===== config.mk =====
export PLATFORM = sky130hd
export DESIGN_NAME = intel_hex_record_encoder
export DESIGN_NICKNAME = d
export VERILOG_FILES = /design/src/rtl/ihex_pkg.sv /design/src/rtl/ihex_front.sv /design/src/rtl/ihex_fifo.sv /design/src/rtl/ihex_back.sv /design/src/rtl/intel_hex_record_encoder.sv
export SDC_FILE = /design/constraint.sdc
export NUM_CORES = 1
export LEC_CHECK = 0
export ABC_AREA = 1
export CORE_MARGIN = 4
export CORE_UTILIZATION = 54
export DETAILED_ROUTE_END_ITERATION = 10
export DONT_BUFFER_PORTS = 1
export GPL_TIMING_DRIVEN = 0
export HOLD_SLACK_MARGIN = 0.02
export PLACE_DENSITY = 0.66
export SLEW_MARGIN = 40
export SYNTH_ARGS = -nofsm -noshare
export SYNTH_HDL_FRONTEND = slang
export SYNTH_SLANG_ARGS = --single-unit

===== constraint.sdc =====
create_clock -name clk_i -period 5.8 [get_ports clk_i]
set_clock_uncertainty 0.1 [all_clocks]
set_input_delay 0.29 -clock clk_i [delete_from_list [all_inputs] [get_ports clk_i]]
set_output_delay 0.29 -clock clk_i [all_outputs]
set_load 0.01 [all_outputs]

===== src/rtl/ihex_pkg.sv =====
// Shared types, constants and helpers of the Intel HEX record encoder.
package ihex_pkg;

  localparam int unsigned MaxRecordDefault = 32;
  localparam int unsigned LenW             = 8;
  localparam int unsigned LimitW           = 6;
  localparam logic [LimitW-1:0] LimitReset = 6'd32;

  localparam logic [7:0] TypeData = 8'h00;
  localparam logic [7:0] TypeEof  = 8'h01;
  localparam logic [7:0] TypeEsa  = 8'h02;
  localparam logic [7:0] EsaLen   = 8'd2;
  localparam logic [7:0] EofLen   = 8'd0;

  typedef struct packed {
    logic [7:0] data_byte;
    logic       last_byte;
  } in_item_t;

  typedef struct packed {
    logic [6:0] hi_char;
    logic [6:0] lo_char;
    logic       record_start;
    logic       record_end;
    logic       run_last;
  } out_item_t;

  // One classified input byte on its way from the front to the back.
  typedef struct packed {
    logic [7:0]      data_byte;
    logic [LenW-1:0] wr_idx;
    logic            flush;
    logic [LenW-1:0] len;
    logic [15:0]     offset;
    logic            esa;
    logic [3:0]      seg;
    logic            eof;
  } cmd_t;

  typedef enum logic [2:0] {
    ST_IDLE,
    ST_LEN,
    ST_OFF_HI,
    ST_OFF_LO,
    ST_TYPE,
    ST_DATA,
    ST_CSUM
  } back_state_e;

  typedef enum logic [1:0] {
    KIND_DATA,
    KIND_ESA,
    KIND_EOF
  } rec_kind_e;

  function automatic logic [6:0] hex_digit(input logic [3:0] nib);
    logic [6:0] nib_w;
    nib_w = {3'b000, nib};
    return (nib < 4'd10) ? (7'h30 + nib_w) : (7'h37 + nib_w);
  endfunction

endpackage


===== src/rtl/ihex_front.sv =====
// Front end: takes image bytes, tracks fill, offset and segment, decides record flushes.
module ihex_front
  import ihex_pkg::*;
#(
  parameter int unsigned MAX_RECORD = MaxRecordDefault
) (
  input  logic              clk_i,
  input  logic              rst_ni,
  input  logic              cfg_we_i,
  input  logic [LimitW-1:0] cfg_wdata_i,
  input  logic              in_valid_i,
  output logic              in_ready_o,
  input  in_item_t          in_data_i,
  output logic              cmd_valid_o,
  input  logic              cmd_ready_i,
  output cmd_t              cmd_o
);

  localparam int unsigned FW = $clog2(MAX_RECORD + 1);
  localparam int unsigned CW = (FW > LimitW) ? FW : LimitW;

  logic [LimitW-1:0] limit_q;
  logic [FW-1:0]     fill_q, fill_d, fill_nxt;
  logic [15:0]       offset_q, offset_d;
  logic [3:0]        seg_q, seg_d;
  logic [CW-1:0]     lim_ext, lim_eff;
  logic [16:0]       end_pos;
  logic              at_boundary, flush, accept;

  assign in_ready_o  = cmd_ready_i;
  assign cmd_valid_o = in_valid_i;
  assign accept      = in_valid_i & cmd_ready_i;

  assign fill_nxt = fill_q + FW'(1);
  assign lim_ext  = CW'(limit_q);

  always_comb begin
    if (lim_ext == '0) begin
      lim_eff = CW'(1);
    end else if (lim_ext > CW'(MAX_RECORD)) begin
      lim_eff = CW'(MAX_RECORD);
    end else begin
      lim_eff = lim_ext;
    end
  end

  assign end_pos     = {1'b0, offset_q} + 17'(fill_nxt);
  assign at_boundary = end_pos[16];
  assign flush       = (CW'(fill_nxt) >= lim_eff) | at_boundary | in_data_i.last_byte;

  always_comb begin
    cmd_o.data_byte = in_data_i.data_byte;
    cmd_o.wr_idx    = LenW'(fill_q);
    cmd_o.flush     = flush;
    cmd_o.len       = LenW'(fill_nxt);
    cmd_o.offset    = offset_q;
    cmd_o.esa       = at_boundary;
    cmd_o.seg       = seg_q + 4'd1;
    cmd_o.eof       = in_data_i.last_byte;
  end

  always_comb begin
    fill_d   = fill_q;
    offset_d = offset_q;
    seg_d    = seg_q;
    if (accept) begin
      if (in_data_i.last_byte) begin
        fill_d   = '0;
        offset_d = '0;
        seg_d    = '0;
      end else if (flush) begin
        fill_d = '0;
        if (at_boundary) begin
          seg_d    = seg_q + 4'd1;
          offset_d = '0;
        end else begin
          offset_d = end_pos[15:0];
        end
      end else begin
        fill_d = fill_nxt;
      end
    end
  end

  always_ff @(posedge clk_i or negedge rst_ni) begin
    if (!rst_ni) begin
      limit_q  <= LimitReset;
      fill_q   <= '0;
      offset_q <= '0;
      seg_q    <= '0;
    end else begin
      if (cfg_we_i) begin
        limit_q <= cfg_wdata_i;
      end
      fill_q   <= fill_d;
      offset_q <= offset_d;
      seg_q    <= seg_d;
    end
  end

endmodule


===== src/rtl/ihex_fifo.sv =====
// Two-entry command queue between the front and back ends.
module ihex_fifo
  import ihex_pkg::*;
(
  input  logic clk_i,
  input  logic rst_ni,
  input  logic wr_valid_i,
  output logic wr_ready_o,
  input  cmd_t wr_data_i,
  output logic rd_valid_o,
  input  logic rd_ready_i,
  output cmd_t rd_data_o
);

  cmd_t       mem_q [2];
  logic       wr_ptr_q, rd_ptr_q;
  logic [1:0] count_q;
  logic       push, pop;

  assign wr_ready_o = (count_q != 2'd2);
  assign rd_valid_o = (count_q != 2'd0);
  assign rd_data_o  = mem_q[rd_ptr_q];
  assign push       = wr_valid_i & wr_ready_o;
  assign pop        = rd_valid_o & rd_ready_i;

  always_ff @(posedge clk_i) begin
    if (push) begin
      mem_q[wr_ptr_q] <= wr_data_i;
    end
  end

  always_ff @(posedge clk_i or negedge rst_ni) begin
    if (!rst_ni) begin
      wr_ptr_q <= 1'b0;
      rd_ptr_q <= 1'b0;
      count_q  <= 2'd0;
    end else begin
      if (push) begin
        wr_ptr_q <= ~wr_ptr_q;
      end
      if (pop) begin
        rd_ptr_q <= ~rd_ptr_q;
      end
      count_q <= count_q + 2'(push) - 2'(pop);
    end
  end

  a_count_range: assert property (@(posedge clk_i) disable iff (!rst_ni)
    count_q != 2'd3)
    else $error("queue count out of range");

  a_ptr_match: assert property (@(posedge clk_i) disable iff (!rst_ni)
    (count_q == 2'd0 || count_q == 2'd2) |-> (wr_ptr_q == rd_ptr_q))
    else $error("queue pointers disagree with count");

  a_count_step: assert property (@(posedge clk_i) disable iff (!rst_ni)
    (push && !pop) |=> (count_q == $past(count_q) + 2'd1))
    else $error("queue count did not advance on push");

endmodule


===== src/rtl/ihex_back.sv =====
// Back end: record buffer and record sequencer, one record byte per output transfer.
module ihex_back
  import ihex_pkg::*;
#(
  parameter int unsigned MAX_RECORD = MaxRecordDefault
) (
  input  logic      clk_i,
  input  logic      rst_ni,
  input  logic      cmd_valid_i,
  output logic      cmd_ready_o,
  input  cmd_t      cmd_i,
  output logic      out_valid_o,
  input  logic      out_ready_i,
  output out_item_t out_data_o
);

  localparam int unsigned IW = (MAX_RECORD > 1) ? $clog2(MAX_RECORD) : 1;

  logic [7:0] buf_q [MAX_RECORD];
  logic [7:0] rd_q;

  back_state_e     state_q, state_d;
  rec_kind_e       kind_q, kind_d;
  logic [LenW-1:0] len_q, cnt_q, cnt_d, cur_len, cnt_inc;
  logic [15:0]     offset_q;
  logic            esa_q, eof_q;
  logic [3:0]      seg_q;
  logic [7:0]      sum_q, sum_d;
  out_item_t       out_q;
  logic            out_valid_q;

  logic       adv, emit, take, rd_en, more;
  logic [7:0] byte_val, type_val;
  logic       first_flag, end_flag;
  logic [IW-1:0] rd_addr;

  assign adv         = !out_valid_q || out_ready_i;
  assign cmd_ready_o = (state_q == ST_IDLE);
  assign take        = cmd_valid_i & cmd_ready_o;
  assign out_valid_o = out_valid_q;
  assign out_data_o  = out_q;
  assign cnt_inc     = cnt_q + LenW'(1);

  always_comb begin
    case (kind_q)
      KIND_DATA: begin
        cur_len  = len_q;
        type_val = TypeData;
      end
      KIND_ESA: begin
        cur_len  = EsaLen;
        type_val = TypeEsa;
      end
      default: begin
        cur_len  = EofLen;
        type_val = TypeEof;
      end
    endcase
  end

  assign more = ((kind_q == KIND_DATA) && (esa_q || eof_q)) || ((kind_q == KIND_ESA) && eof_q);

  always_comb begin
    state_d    = state_q;
    kind_d     = kind_q;
    cnt_d      = cnt_q;
    byte_val   = 8'h00;
    first_flag = 1'b0;
    end_flag   = 1'b0;
    rd_en      = 1'b0;
    rd_addr    = '0;
    unique case (state_q)
      ST_IDLE: begin
        if (take && cmd_i.flush) begin
          state_d = ST_LEN;
          kind_d  = KIND_DATA;
        end
      end
      ST_LEN: begin
        byte_val   = cur_len;
        first_flag = 1'b1;
        if (adv) begin
          state_d = ST_OFF_HI;
        end
      end
      ST_OFF_HI: begin
        byte_val = (kind_q == KIND_DATA) ? offset_q[15:8] : 8'h00;
        if (adv) begin
          state_d = ST_OFF_LO;
        end
      end
      ST_OFF_LO: begin
        byte_val = (kind_q == KIND_DATA) ? offset_q[7:0] : 8'h00;
        if (adv) begin
          state_d = ST_TYPE;
        end
      end
      ST_TYPE: begin
        byte_val = type_val;
        if (adv) begin
          cnt_d   = '0;
          rd_en   = (kind_q == KIND_DATA);
          state_d = (cur_len == '0) ? ST_CSUM : ST_DATA;
        end
      end
      ST_DATA: begin
        if (kind_q == KIND_DATA) begin
          byte_val = rd_q;
        end else begin
          byte_val = (cnt_q == '0) ? {seg_q, 4'h0} : 8'h00;
        end
        if (adv) begin
          if (cnt_inc == cur_len) begin
            state_d = ST_CSUM;
          end else begin
            cnt_d   = cnt_inc;
            rd_en   = (kind_q == KIND_DATA);
            rd_addr = cnt_inc[IW-1:0];
          end
        end
      end
      ST_CSUM: begin
        byte_val = 8'h00 - sum_q;
        end_flag = 1'b1;
        if (adv) begin
          if (kind_q == KIND_DATA && esa_q) begin
            kind_d  = KIND_ESA;
            state_d = ST_LEN;
          end else if (kind_q != KIND_EOF && eof_q) begin
            kind_d  = KIND_EOF;
            state_d = ST_LEN;
          end else begin
            state_d = ST_IDLE;
          end
        end
      end
      default: begin
        state_d = ST_IDLE;
      end
    endcase
  end

  assign emit  = adv && (state_q != ST_IDLE);
  assign sum_d = (state_q == ST_LEN) ? byte_val : (sum_q + byte_val);

  // Record buffer: written as bytes drain from the queue, read one byte ahead of output.
  always_ff @(posedge clk_i) begin
    if (take) begin
      buf_q[cmd_i.wr_idx[IW-1:0]] <= cmd_i.data_byte;
    end
    if (rd_en) begin
      rd_q <= buf_q[rd_addr];
    end
  end

  always_ff @(posedge clk_i) begin
    if (take && cmd_i.flush) begin
      len_q    <= cmd_i.len;
      offset_q <= cmd_i.offset;
      esa_q    <= cmd_i.esa;
      eof_q    <= cmd_i.eof;
      seg_q    <= cmd_i.seg;
    end
    if (emit) begin
      sum_q              <= sum_d;
      out_q.hi_char      <= hex_digit(byte_val[7:4]);
      out_q.lo_char      <= hex_digit(byte_val[3:0]);
      out_q.record_start <= first_flag;
      out_q.record_end   <= end_flag;
      out_q.run_last     <= end_flag && !more;
    end
  end

  always_ff @(posedge clk_i or negedge rst_ni) begin
    if (!rst_ni) begin
      state_q     <= ST_IDLE;
      kind_q      <= KIND_DATA;
      cnt_q       <= '0;
      out_valid_q <= 1'b0;
    end else begin
      state_q <= state_d;
      kind_q  <= kind_d;
      cnt_q   <= cnt_d;
      if (emit) begin
        out_valid_q <= 1'b1;
      end else if (out_ready_i) begin
        out_valid_q <= 1'b0;
      end
    end
  end

  a_last_is_end: assert property (@(posedge clk_i) disable iff (!rst_ni)
    (out_valid_q && out_q.run_last) |-> out_q.record_end)
    else $error("run_last outside a checksum byte");

  a_start_not_end: assert property (@(posedge clk_i) disable iff (!rst_ni)
    (out_valid_q && out_q.record_start) |-> !out_q.record_end)
    else $error("length byte flagged as checksum");

  a_data_index: assert property (@(posedge clk_i) disable iff (!rst_ni)
    (state_q == ST_DATA) |-> (cnt_q < cur_len))
    else $error("data index beyond record length");

  a_quiet_byte: assert property (@(posedge clk_i) disable iff (!rst_ni)
    (take && !cmd_i.flush) |=> (state_q == ST_IDLE))
    else $error("non-flushing byte started a record");

endmodule


===== src/rtl/intel_hex_record_encoder.sv =====
// Top level of the Intel HEX record encoder: front end, command queue, back end.
//
// Usage:
//   Input channel (in_valid_i/in_ready_o/in_data_i) carries one image byte per
//   transfer, with last_byte set on the final byte of the image. Output channel
//   (out_valid_o/out_ready_i/out_data_o) carries one record byte per transfer as
//   two ASCII hex digits, flagged for the leading colon, the trailing newline and
//   the final result caused by an input byte.
//   cfg_we_i/cfg_wdata_i write record_limit (1..MAX_RECORD bytes per data record); the
//   user must write it only while the block is idle, the block does not enforce it. Reset value is 32.
// Timing:
//   Bytes enter a two-entry queue one per cycle while it has room. The back end stores
//   one byte per cycle while idle, then sends one record byte per cycle while the receiver
//   takes them: 5 + n bytes for a data record of n bytes, 7 for a segment record, 5 for
//   the end-of-file record. A byte closing a record, queue empty and back end idle,
//   passes the queue, the back-end state and output registers before out_valid_o rises.
//   The back end stores every byte before it sends the record bytes one by one.
// Reset: clears fill count, offset, segment and the queue; the record buffer is
//   not cleared. A stalled receiver holds the output register and the back end,
//   the queue fills and in_ready_o drops.
module intel_hex_record_encoder
  import ihex_pkg::*;
#(
  parameter int unsigned MAX_RECORD = MaxRecordDefault
) (
  input  logic              clk_i,
  input  logic              rst_ni,
  input  logic              cfg_we_i,
  input  logic [LimitW-1:0] cfg_wdata_i,
  input  logic              in_valid_i,
  output logic              in_ready_o,
  input  in_item_t          in_data_i,
  output logic              out_valid_o,
  input  logic              out_ready_i,
  output out_item_t         out_data_o
);

  logic f_valid, f_ready, b_valid, b_ready;
  cmd_t f_cmd, b_cmd;

  ihex_front #(
    .MAX_RECORD(MAX_RECORD)
  ) u_front (
    .clk_i      (clk_i),
    .rst_ni     (rst_ni),
    .cfg_we_i   (cfg_we_i),
    .cfg_wdata_i(cfg_wdata_i),
    .in_valid_i (in_valid_i),
    .in_ready_o (in_ready_o),
    .in_data_i  (in_data_i),
    .cmd_valid_o(f_valid),
    .cmd_ready_i(f_ready),
    .cmd_o      (f_cmd)
  );

  ihex_fifo u_fifo (
    .clk_i     (clk_i),
    .rst_ni    (rst_ni),
    .wr_valid_i(f_valid),
    .wr_ready_o(f_ready),
    .wr_data_i (f_cmd),
    .rd_valid_o(b_valid),
    .rd_ready_i(b_ready),
    .rd_data_o (b_cmd)
  );

  ihex_back #(
    .MAX_RECORD(MAX_RECORD)
  ) u_back (
    .clk_i      (clk_i),
    .rst_ni     (rst_ni),
    .cmd_valid_i(b_valid),
    .cmd_ready_o(b_ready),
    .cmd_i      (b_cmd),
    .out_valid_o(out_valid_o),
    .out_ready_i(out_ready_i),
    .out_data_o (out_data_o)
  );

endmodule

==> results of run 1 <==
[cell type report]
type	instances	area, um2	area share
Buffer	77	392	0.0171
Tap cell	504	631	0.0276
Timing Repair Buffer	29	375	0.0164
Multi-Input combinational cell	1122	5810	0.254
Inverter	252	946	0.0414
Clock buffer	64	1250	0.0547
Sequential cell	451	13300	0.582
Clock inverter	18	159	0.00695
[placed cells by master, fill, tap and decap left out, drive strengths merged, types with 27 or more instances in the layout]
master / Yosys / final
nand2: 404 / 404
nand3b: 50 / 50
o21ai: 60 / 60
clkbuf: 26 / 90
nand3: 286 / 286
a21oi: 27 / 27
inv: 252 / 253
nor2: 118 / 118
ha: 27 / 27
dfrtp: 49 / 49
buf: 51 / 61
edfxtp: 401 / 401
or2: 32 / 32
[synth_stat cells (all sizes together), types with 4 or more instances]
cell type / count / area [um2]
nand3: 286 / 1440
dfrtp: 49 / 1230
xor2: 15 / 131
or2: 32 / 200
ha: 27 / 338
nand4: 14 / 103
o21ai: 60 / 308
a32oi: 4 / 35.0
nor3: 12 / 65.1
a21oi: 27 / 135
inv: 252 / 946
o2111ai: 24 / 210
a31oi: 5 / 31.3
clkbuf: 26 / 98.8
edfxtp: 401 / 12000
nand3b: 50 / 375
xnor2: 5 / 43.8
nand2: 404 / 1530
buf: 51 / 293
o31ai: 8 / 60.1
nor2: 118 / 463
[sequential cells by signal, summed over array words and instances, names as in the netlist, 4 cells and up]
signal / cells
u_back.buf_q: 256
u_back.cnt_q: 8
u_back.len_q: 6
u_back.offset_q: 16
u_back.out_data_o: 17
u_back.rd_q: 8
u_back.seg_q: 4
u_back.sum_q: 8
u_fifo.mem_q: 84
u_front.fill_q: 6
u_front.lim_ext: 6
u_front.offset_q: 16
u_front.seg_q: 4
[worst paths after layout]
path	end	slack, ps	cells after the start
worst max-delay path	u_front.offset_q[6]$_DFFE_PN0P_	1980	15
worst min-delay path	u_front.lim_ext[0]$_DFFE_PN0P_	50	2
worst max register to register	u_front.offset_q[6]$_DFFE_PN0P_	1980	15
worst min register to register	u_fifo.mem_q[0][33]$_DFFE_PP_	380	0
max in group asynchronous	u_front.lim_ext[5]$_DFFE_PN1P_	5120	2
min in group asynchronous	u_back.kind_q[0]$_DFFE_PN0P_	150	2
[worst max-delay path, cell delays in order (launching register included)]
cell and delay [ps]:
dfrtp_1 450, ha_1 470, inv_1 120, fa_1 430, nand3b_1 180, nand2_1 120, a21oi_1 80, nor2_1 90
nor2_1 70, nor2_1 240, nand2_1 150, nor2_2 290, nor2_1 170, nor2_1 270, inv_1 240, and3_1 230
[cells by family (layout without fill, tap and decap cells)]
logic type / Yosys count / count (layout) / synth area share
AND/OR/NAND/NOR: 922 / 922 / 0.207
flip-flops: 451 / 451 / 0.653
buffers and inverters: 329 / 440 / 0.0657
AO/OA/AOI/OAI: 148 / 148 / 0.0458
adder cells (fa/ha/maj): 29 / 29 / 0.0186
XOR/XNOR: 20 / 20 / 0.00860
multiplexers: 3 / 3 / 0.00166
[where the power goes]
part	leakage, nW	switching, W	internal [W]	total [W]
Clock	0.688	0.00119	0.00163	0.00282
Sequential	4.33	0.000250	0.00448	0.00473
Combinational	4.22	0.00212	0.000813	0.00293
[per-stage QoR]
step	total power, W	hold slack (ps)	utilization	setup slack (ps)
2_1_floorplan	0.00660	-106	-	1690
3_3_place_gp	0.00750	-101	0.569	335
3_5_place_dp	0.00767	-102	0.575	2040
4_1_cts	0.0105	25.0	0.620	2020
5_1_grt	0.0111	84.2	0.620	1720
6_report	0.0105	50.3	0.620	1980
[metal layers]
metal | wire length, um | share of wire | global-route usage | vias up
li1 | - | - | - | 6658
met1 | 23000 | 0.46 | 0.376 | 6777
met2 | 21900 | 0.44 | 0.370 | 562
met3 | 4010 | 0.080 | 0.0388 | 89
met4 | 1370 | 0.027 | 0.0677 | 0
met5 | 0 | 0 | 0 | -
==> metrics.cfg, run 1 <==
[synth]
netlist_area_um2=20400
yosys_warnings=0
synth_edf_count=401
syn_inst=1902
ys.flop_type=edfxtp_1
yosys_register_bits=451
syn_area_per_cell_um2=10.7
async_flop_share=0.111
postSynthNetCount=1951
ys_types=53
synth_seq_area_share=0.653

[cells_and_area]
n_antenna_cell=0
stdcell_area_um2=22900
finalNonFillerCells=2517
fillers=2924
drive_above_1_share=0.0934
area_growth_pct=12.2
final_nets=2028

[place]
place_congestion=0.934
dpl_cell_area_um2=21200
portBuffers=0
dp_hpwl_um=34200
post-place-cells=2415

[critical_path]
required_ps=6140
crit_path_start=u_front.fill_q[0]$_DFFE_PN0P_
cp.arrival_ps=4160
start_kind=flip-flop
endpoint_kind=flip-flop
worstReg2RegStart=u_front.fill_q[0]$_DFFE_PN0P_
crit_type=flip-flop to flip-flop
path_max_fanout=8

[power]
vdd_drop_max_mv=0.407
powerDensity_nw_per_um2=459
leakage_nw=9.24

[sta]
finalHoldViolCount=0
timing.fmax_mhz=262
max-slew-margin-rel=0.442
rsz0062_at_grt=no
setup_violations=0
finalCritPeriodShare=0.659
tightest_slew_ps=834
tns_ps=0
fin_crit_ps=3820
slew_violations=0

[clock_network]
clockBufferDepth=3
clk_latency_ps=560
path_clk_slew_ps=60
ctsResizeCount=0
cts-htree-levels=2
cts_tree=built
postCtsSetupBuffers=0
cts_made_buffers=46
cts.sinks=451
root_buffer=clkbuf_16
cts_hold_buf=20

[route]
drc=0
routed_wl_um=50300
detail_route.iter0.violations=1665
viasPerCell=5.60
dr_total_vias=14086
wl_per_cell_um=20.0
ant_nets=0
firstDrtPassIters=6

[min_path]
holdCritStartpoint=cfg_we_i
hold_class=input pin to flip-flop

[status]
status=finished clean

[floorplanning]
die_area_um2=40900
row_count=70
coreArea_um2=36900
die_h_um=202
io_pins=39
start_util=0.552
die_w_um=202

[run]
cap_violations=0

[global_routing]
grt_pass1_vias=13520
grt_overflow=0
grt_usage=0.246
grt_first_pass_wirelength_um=78100
grt_max_degree=51
antenna_found_initial=0

Note: power is estimated with default switching activity, not from simulation.
==> run 2: changes to the inputs <==
PLACE_DENSITY = 0.69   (was 0.66)
clock period = 3.3 ns   (was 5.8 ns; I/O delays follow)
==> metrics.cfg, run 2 (synthesis gave the netlist of run 1 again) <==
[route]
wl_met3_um=4360
route.met2.wl_um=22900
routed_wl_um=51300
firstDrtPassIters=6
dr_total_vias=14463
routed.top_layer=met5
drc=0
met1_length_um=22400
ant_nets=0
detail_route.iter0.violations=1683
wl_per_cell_um=20.2
viasPerCell=5.69

[sta]
finalCritPeriodShare=0.964
setup_violations=0
finalHoldViolCount=0
slew_violations=0
timing.fmax_mhz=314
max-slew-margin-rel=0.410
fin_crit_ps=3180
tightest_slew_ps=882
rsz0062_at_grt=yes

[cells_and_area]
largest_reg_flops=256
layout_common_cells=401 x edfxtp_1, 389 x nand2_1, 280 x nand3_1
n_antenna_cell=0
fillers=2855
finalNonFillerCells=2542
final_nets=2049
drive_above_1_share=0.144
area_growth_pct=15.8
multi_input_comb_area_um2=6110
final_common_cell=edfxtp_1
regArea_um2=13300

[clock_network]
clockBufferDepth=3
root_buffer=clkbuf_16
cts_tree=built
cts_made_buffers=46
path_clk_slew_ps=60
clk_latency_ps=600
cts.sinks=451
cts-htree-levels=2

[critical_path]
required_ps=3530
crit_type=flip-flop to flip-flop
endpoint_kind=flip-flop
cp.arrival_ps=3410
path_max_fanout=10
start_kind=flip-flop

[min_path]
hold_class=input pin to flip-flop

[floorplanning]
die_area_um2=40900
io_pins=39
row_count=70
start_util=0.552
coreArea_um2=36900
die_h_um=202
die_w_um=202

[place]
place_congestion=0.893
dp_hpwl_um=34100
post-place-cells=2414
portBuffers=0

[run]
cap_violations=0

[power]
leakage_nw=9.50
vdd_drop_max_mv=0.696
total_power_w=0.0194
powerDensity_nw_per_um2=821

[global_routing]
grt_usage=0.251
grt_overflow=0
grt_first_pass_wirelength_um=79400
grt_pass1_vias=13877
antenna_found_initial=1
grt_max_degree=38

[status]
status=finished clean

## run 2: metrics by stage
| stage | TNS (ps) | hold WS [ps] | instance area, um2 | utilization | setup WS (ps) |
|---|---|---|---|---|---|
| after floorplan | 0 | -231 | 20400 | - | 242 |
| after global placement | -109290 | -227 | 21000 | 0.570 | -943 |
| after detailed placement | -76860 | -227 | 21200 | 0.574 | -382 |
| after CTS | 0 | 99.7 | 23300 | 0.632 | 3.02 |
| after global routing | -433 | 132 | 23600 | 0.640 | -119 |
| final | 0 | 130 | 23600 | 0.640 | 118 |
## run 2: path summary, 6_finish.rpt
kind	slack, ps	start	cells past startpoint	endpoint
setup reg to reg	120	u_back.cnt_q[0]$_DFFE_PN0P_	14	u_back.rd_q[0]$_DFFE_PP_
hold reg to reg	400	u_front.fill_q[4]$_DFFE_PN0P_	0	u_fifo.mem_q[1][33]$_DFFE_PP_
max in group asynchronous	1100	rst_ni	4	u_back.state_q[1]$_DFFE_PN0P_
hold / removal	130	in_data_i[1]	1	u_fifo.mem_q[1][35]$_DFFE_PP_
min in group asynchronous	560	rst_ni	3	u_front.offset_q[14]$_DFFE_PN0P_
setup / recovery	120	u_back.cnt_q[0]$_DFFE_PN0P_	14	u_back.rd_q[0]$_DFFE_PP_
## run 2: report_power, final
group / switching [W] / internal, W
registers: 0.000459 / 0.00788
logic: 0.00397 / 0.00155
clock network: 0.00225 / 0.00324
total: 0.00668 / 0.0127
## run 2: layout make-up
cell class / count / area share
clock inverter: 28 / 0.0134
clock buffer: 58 / 0.0543
sequential: 451 / 0.564
multi-input combinational: 1122 / 0.259
tap: 504 / 0.0267
timing repair buffer: 52 / 0.0231
inverter: 252 / 0.0402
buffer: 75 / 0.0191
## run 2: what timing repair did
item                                    in CTS  in global routing
pin swaps                                    3                  7
endpoints found under the hold margin       99                  0
setup buffers                                2                 12
resized for setup                           72                 51
hold buffers                                30                  0
endpoints found under the setup margin     290                260
## run 2: worst max-delay path, stage by stage (launching register included)
cell	delay, ps
dfrtp_2	430
inv_1	100
ha_1	340
or2_1	240
nand3_1	80
nor2_2	70
nand4_4	170
nand3_2	240
inv_1	260
buf_2	330
nand3_1	190
nand3_1	160
nand2_1	90
nand2_1	70
nand2_1	60
## run 2: metal layers
metal / global-route usage / vias to the layer above
li1: - / 6712
met1: 0.374 / 6968
met2: 0.378 / 665
met3: 0.0412 / 116
met4: 0.0875 / 2
met5: 0 / -
==> run 3: changes to the inputs <==
REMOVE_ABC_BUFFERS = 1   (was not set)
==> metrics.cfg, run 3 (synthesis gave the netlist of run 1 again) <==
[place]
place_congestion=0.898
portBuffers=0
dp_hpwl_um=28500

[floorplanning]
coreArea_um2=36900
die_w_um=202
die_area_um2=40900
row_count=70
io_pins=39
die_h_um=202
start_util=0.552

[critical_path]
cp_num_buf_inv=2
cpPeakStageDelay_ps=550
crit_type=flip-flop to flip-flop
start_kind=flip-flop
path_max_fanout=8
path_cells=inv_1 > nand2_1 > nor2_1 > inv_1 > nor2_2 > nand3_2 > nor2_2
required_ps=3420
r2r_slack_ps=130
endpoint_kind=flip-flop
cp.arrival_ps=3290
critPathTopFamily=simple AND/OR/NAND/NOR gates
cpMaxStageDelayCell=nor2_2

[power]
powerDensity_nw_per_um2=796
total_power_w=0.0189
leakage_nw=9.47
vdd_drop_max_mv=0.633

[cells_and_area]
drive_above_1_share=0.148
final_nets=2008
largest_reg_flops=256
fin_util=0.644
area_growth_pct=16.6
layout_common_cells=401 x edfxtp_1, 382 x nand2_1, 272 x nand3_1
n_antenna_cell=0
final_common_cell=edfxtp_1

[global_routing]
grt_usage=0.224
grt_first_pass_wirelength_um=73000
grt_max_degree=87
grt_pass1_vias=13383
grt_overflow=0
antenna_found_initial=0

[clock_network]
path_clk_slew_ps=70
cts-htree-levels=2
root_buffer=clkbuf_16
cts_made_buffers=46
clockBufferDepth=3
clk_latency_ps=570
cts_tree=built
cts.sinks=451

[route]
viasPerCell=5.60
detail_route.iter0.violations=1296
firstDrtPassIters=5
dr_total_vias=13988
routed_wl_um=48200
drc=0
ant_nets=0
wl_per_cell_um=19.3

[sta]
fin_crit_ps=3170
max-slew-margin-rel=0.472
slew_violations=0
tightest_slew_ps=789
rsz0062_at_grt=yes
tns_ps=0
timing.fmax_mhz=315
finalCritPeriodShare=0.962
setup_violations=0
finalHoldViolCount=0

[run]
cap_violations=0

[min_path]
hold_class=input pin to asynchronous set/reset pin

[status]
status=finished clean

[run 3: routing by layer]
metal | track usage | share of wire | routed length, um
met1 | 0.315 | 0.43 | 20600
met2 | 0.361 | 0.47 | 22600
met3 | 0.0371 | 0.073 | 3510
met4 | 0.0747 | 0.030 | 1440
met5 | 0 | 0 | 0
[run 3: what timing repair did]
action / CTS / global route
setup endpoints to repair: 294 / 126
hold buffers: 20 / 0
setup buffers: 14 / 19
endpoints found under the hold margin: 98 / 0
pin swaps: 6 / 11
cloned: 4 / 8
resized for setup: 67 / 50
[run 3: area by class of cell]
cell class | instances | area (um2)
clock buffer | 53 | 1190
clock inverter | 31 | 259
fill | 2707 | 13100
inverter | 252 | 971
multi-input combinational | 1125 | 6230
sequential | 451 | 13300
tap | 504 | 631
timing repair buffer | 83 | 1160
[run 3: worst paths after layout]
check                                               from                             end  depth (start not counted)
setup / recovery           u_back.state_q[2]$_DFFE_PN0P_    u_back.buf_q[4][4]$_DFFE_PP_                          7
hold / removal                                    rst_ni     u_back.cnt_q[2]$_DFFE_PN0P_                          2
hold reg to reg            u_front.fill_q[4]$_DFFE_PN0P_   u_fifo.mem_q[1][33]$_DFFE_PP_                          0
setup reg to reg           u_back.state_q[2]$_DFFE_PN0P_    u_back.buf_q[4][4]$_DFFE_PP_                          7
max in group asynchronous                         rst_ni  u_front.lim_ext[5]$_DFFE_PN1P_                          2
min in group clk_i                          in_data_i[3]   u_fifo.mem_q[0][37]$_DFFE_PP_                          1
[run 3: power by group]
group          leakage [nW]  internal (W)  total [W]  switching (W)
Sequential             4.32       0.00789    0.00838       0.000489
Combinational          4.45       0.00170    0.00550        0.00380
Clock                 0.700       0.00283    0.00501        0.00218
[run 3: metrics by stage]
stage	worst slack (ps)	std cells	area (um2)	hold slack (ps)
finish	126	2499	23700	16.9
global route	-48.3	2499	23700	43.2
CTS	1.91	2473	23300	31.6
global placement	-6730	2329	20600	-228
detailed placement	-1000	2352	21200	-227
floorplan	-2800	1825	20000	-231
[run 3: worst register-to-register path: cells and delay by family, from the launching register on]
family,cells,cell delay [ps]
AND/OR/NAND/NOR,5,1860
buffers and inverters,2,400
flip-flops,1,460
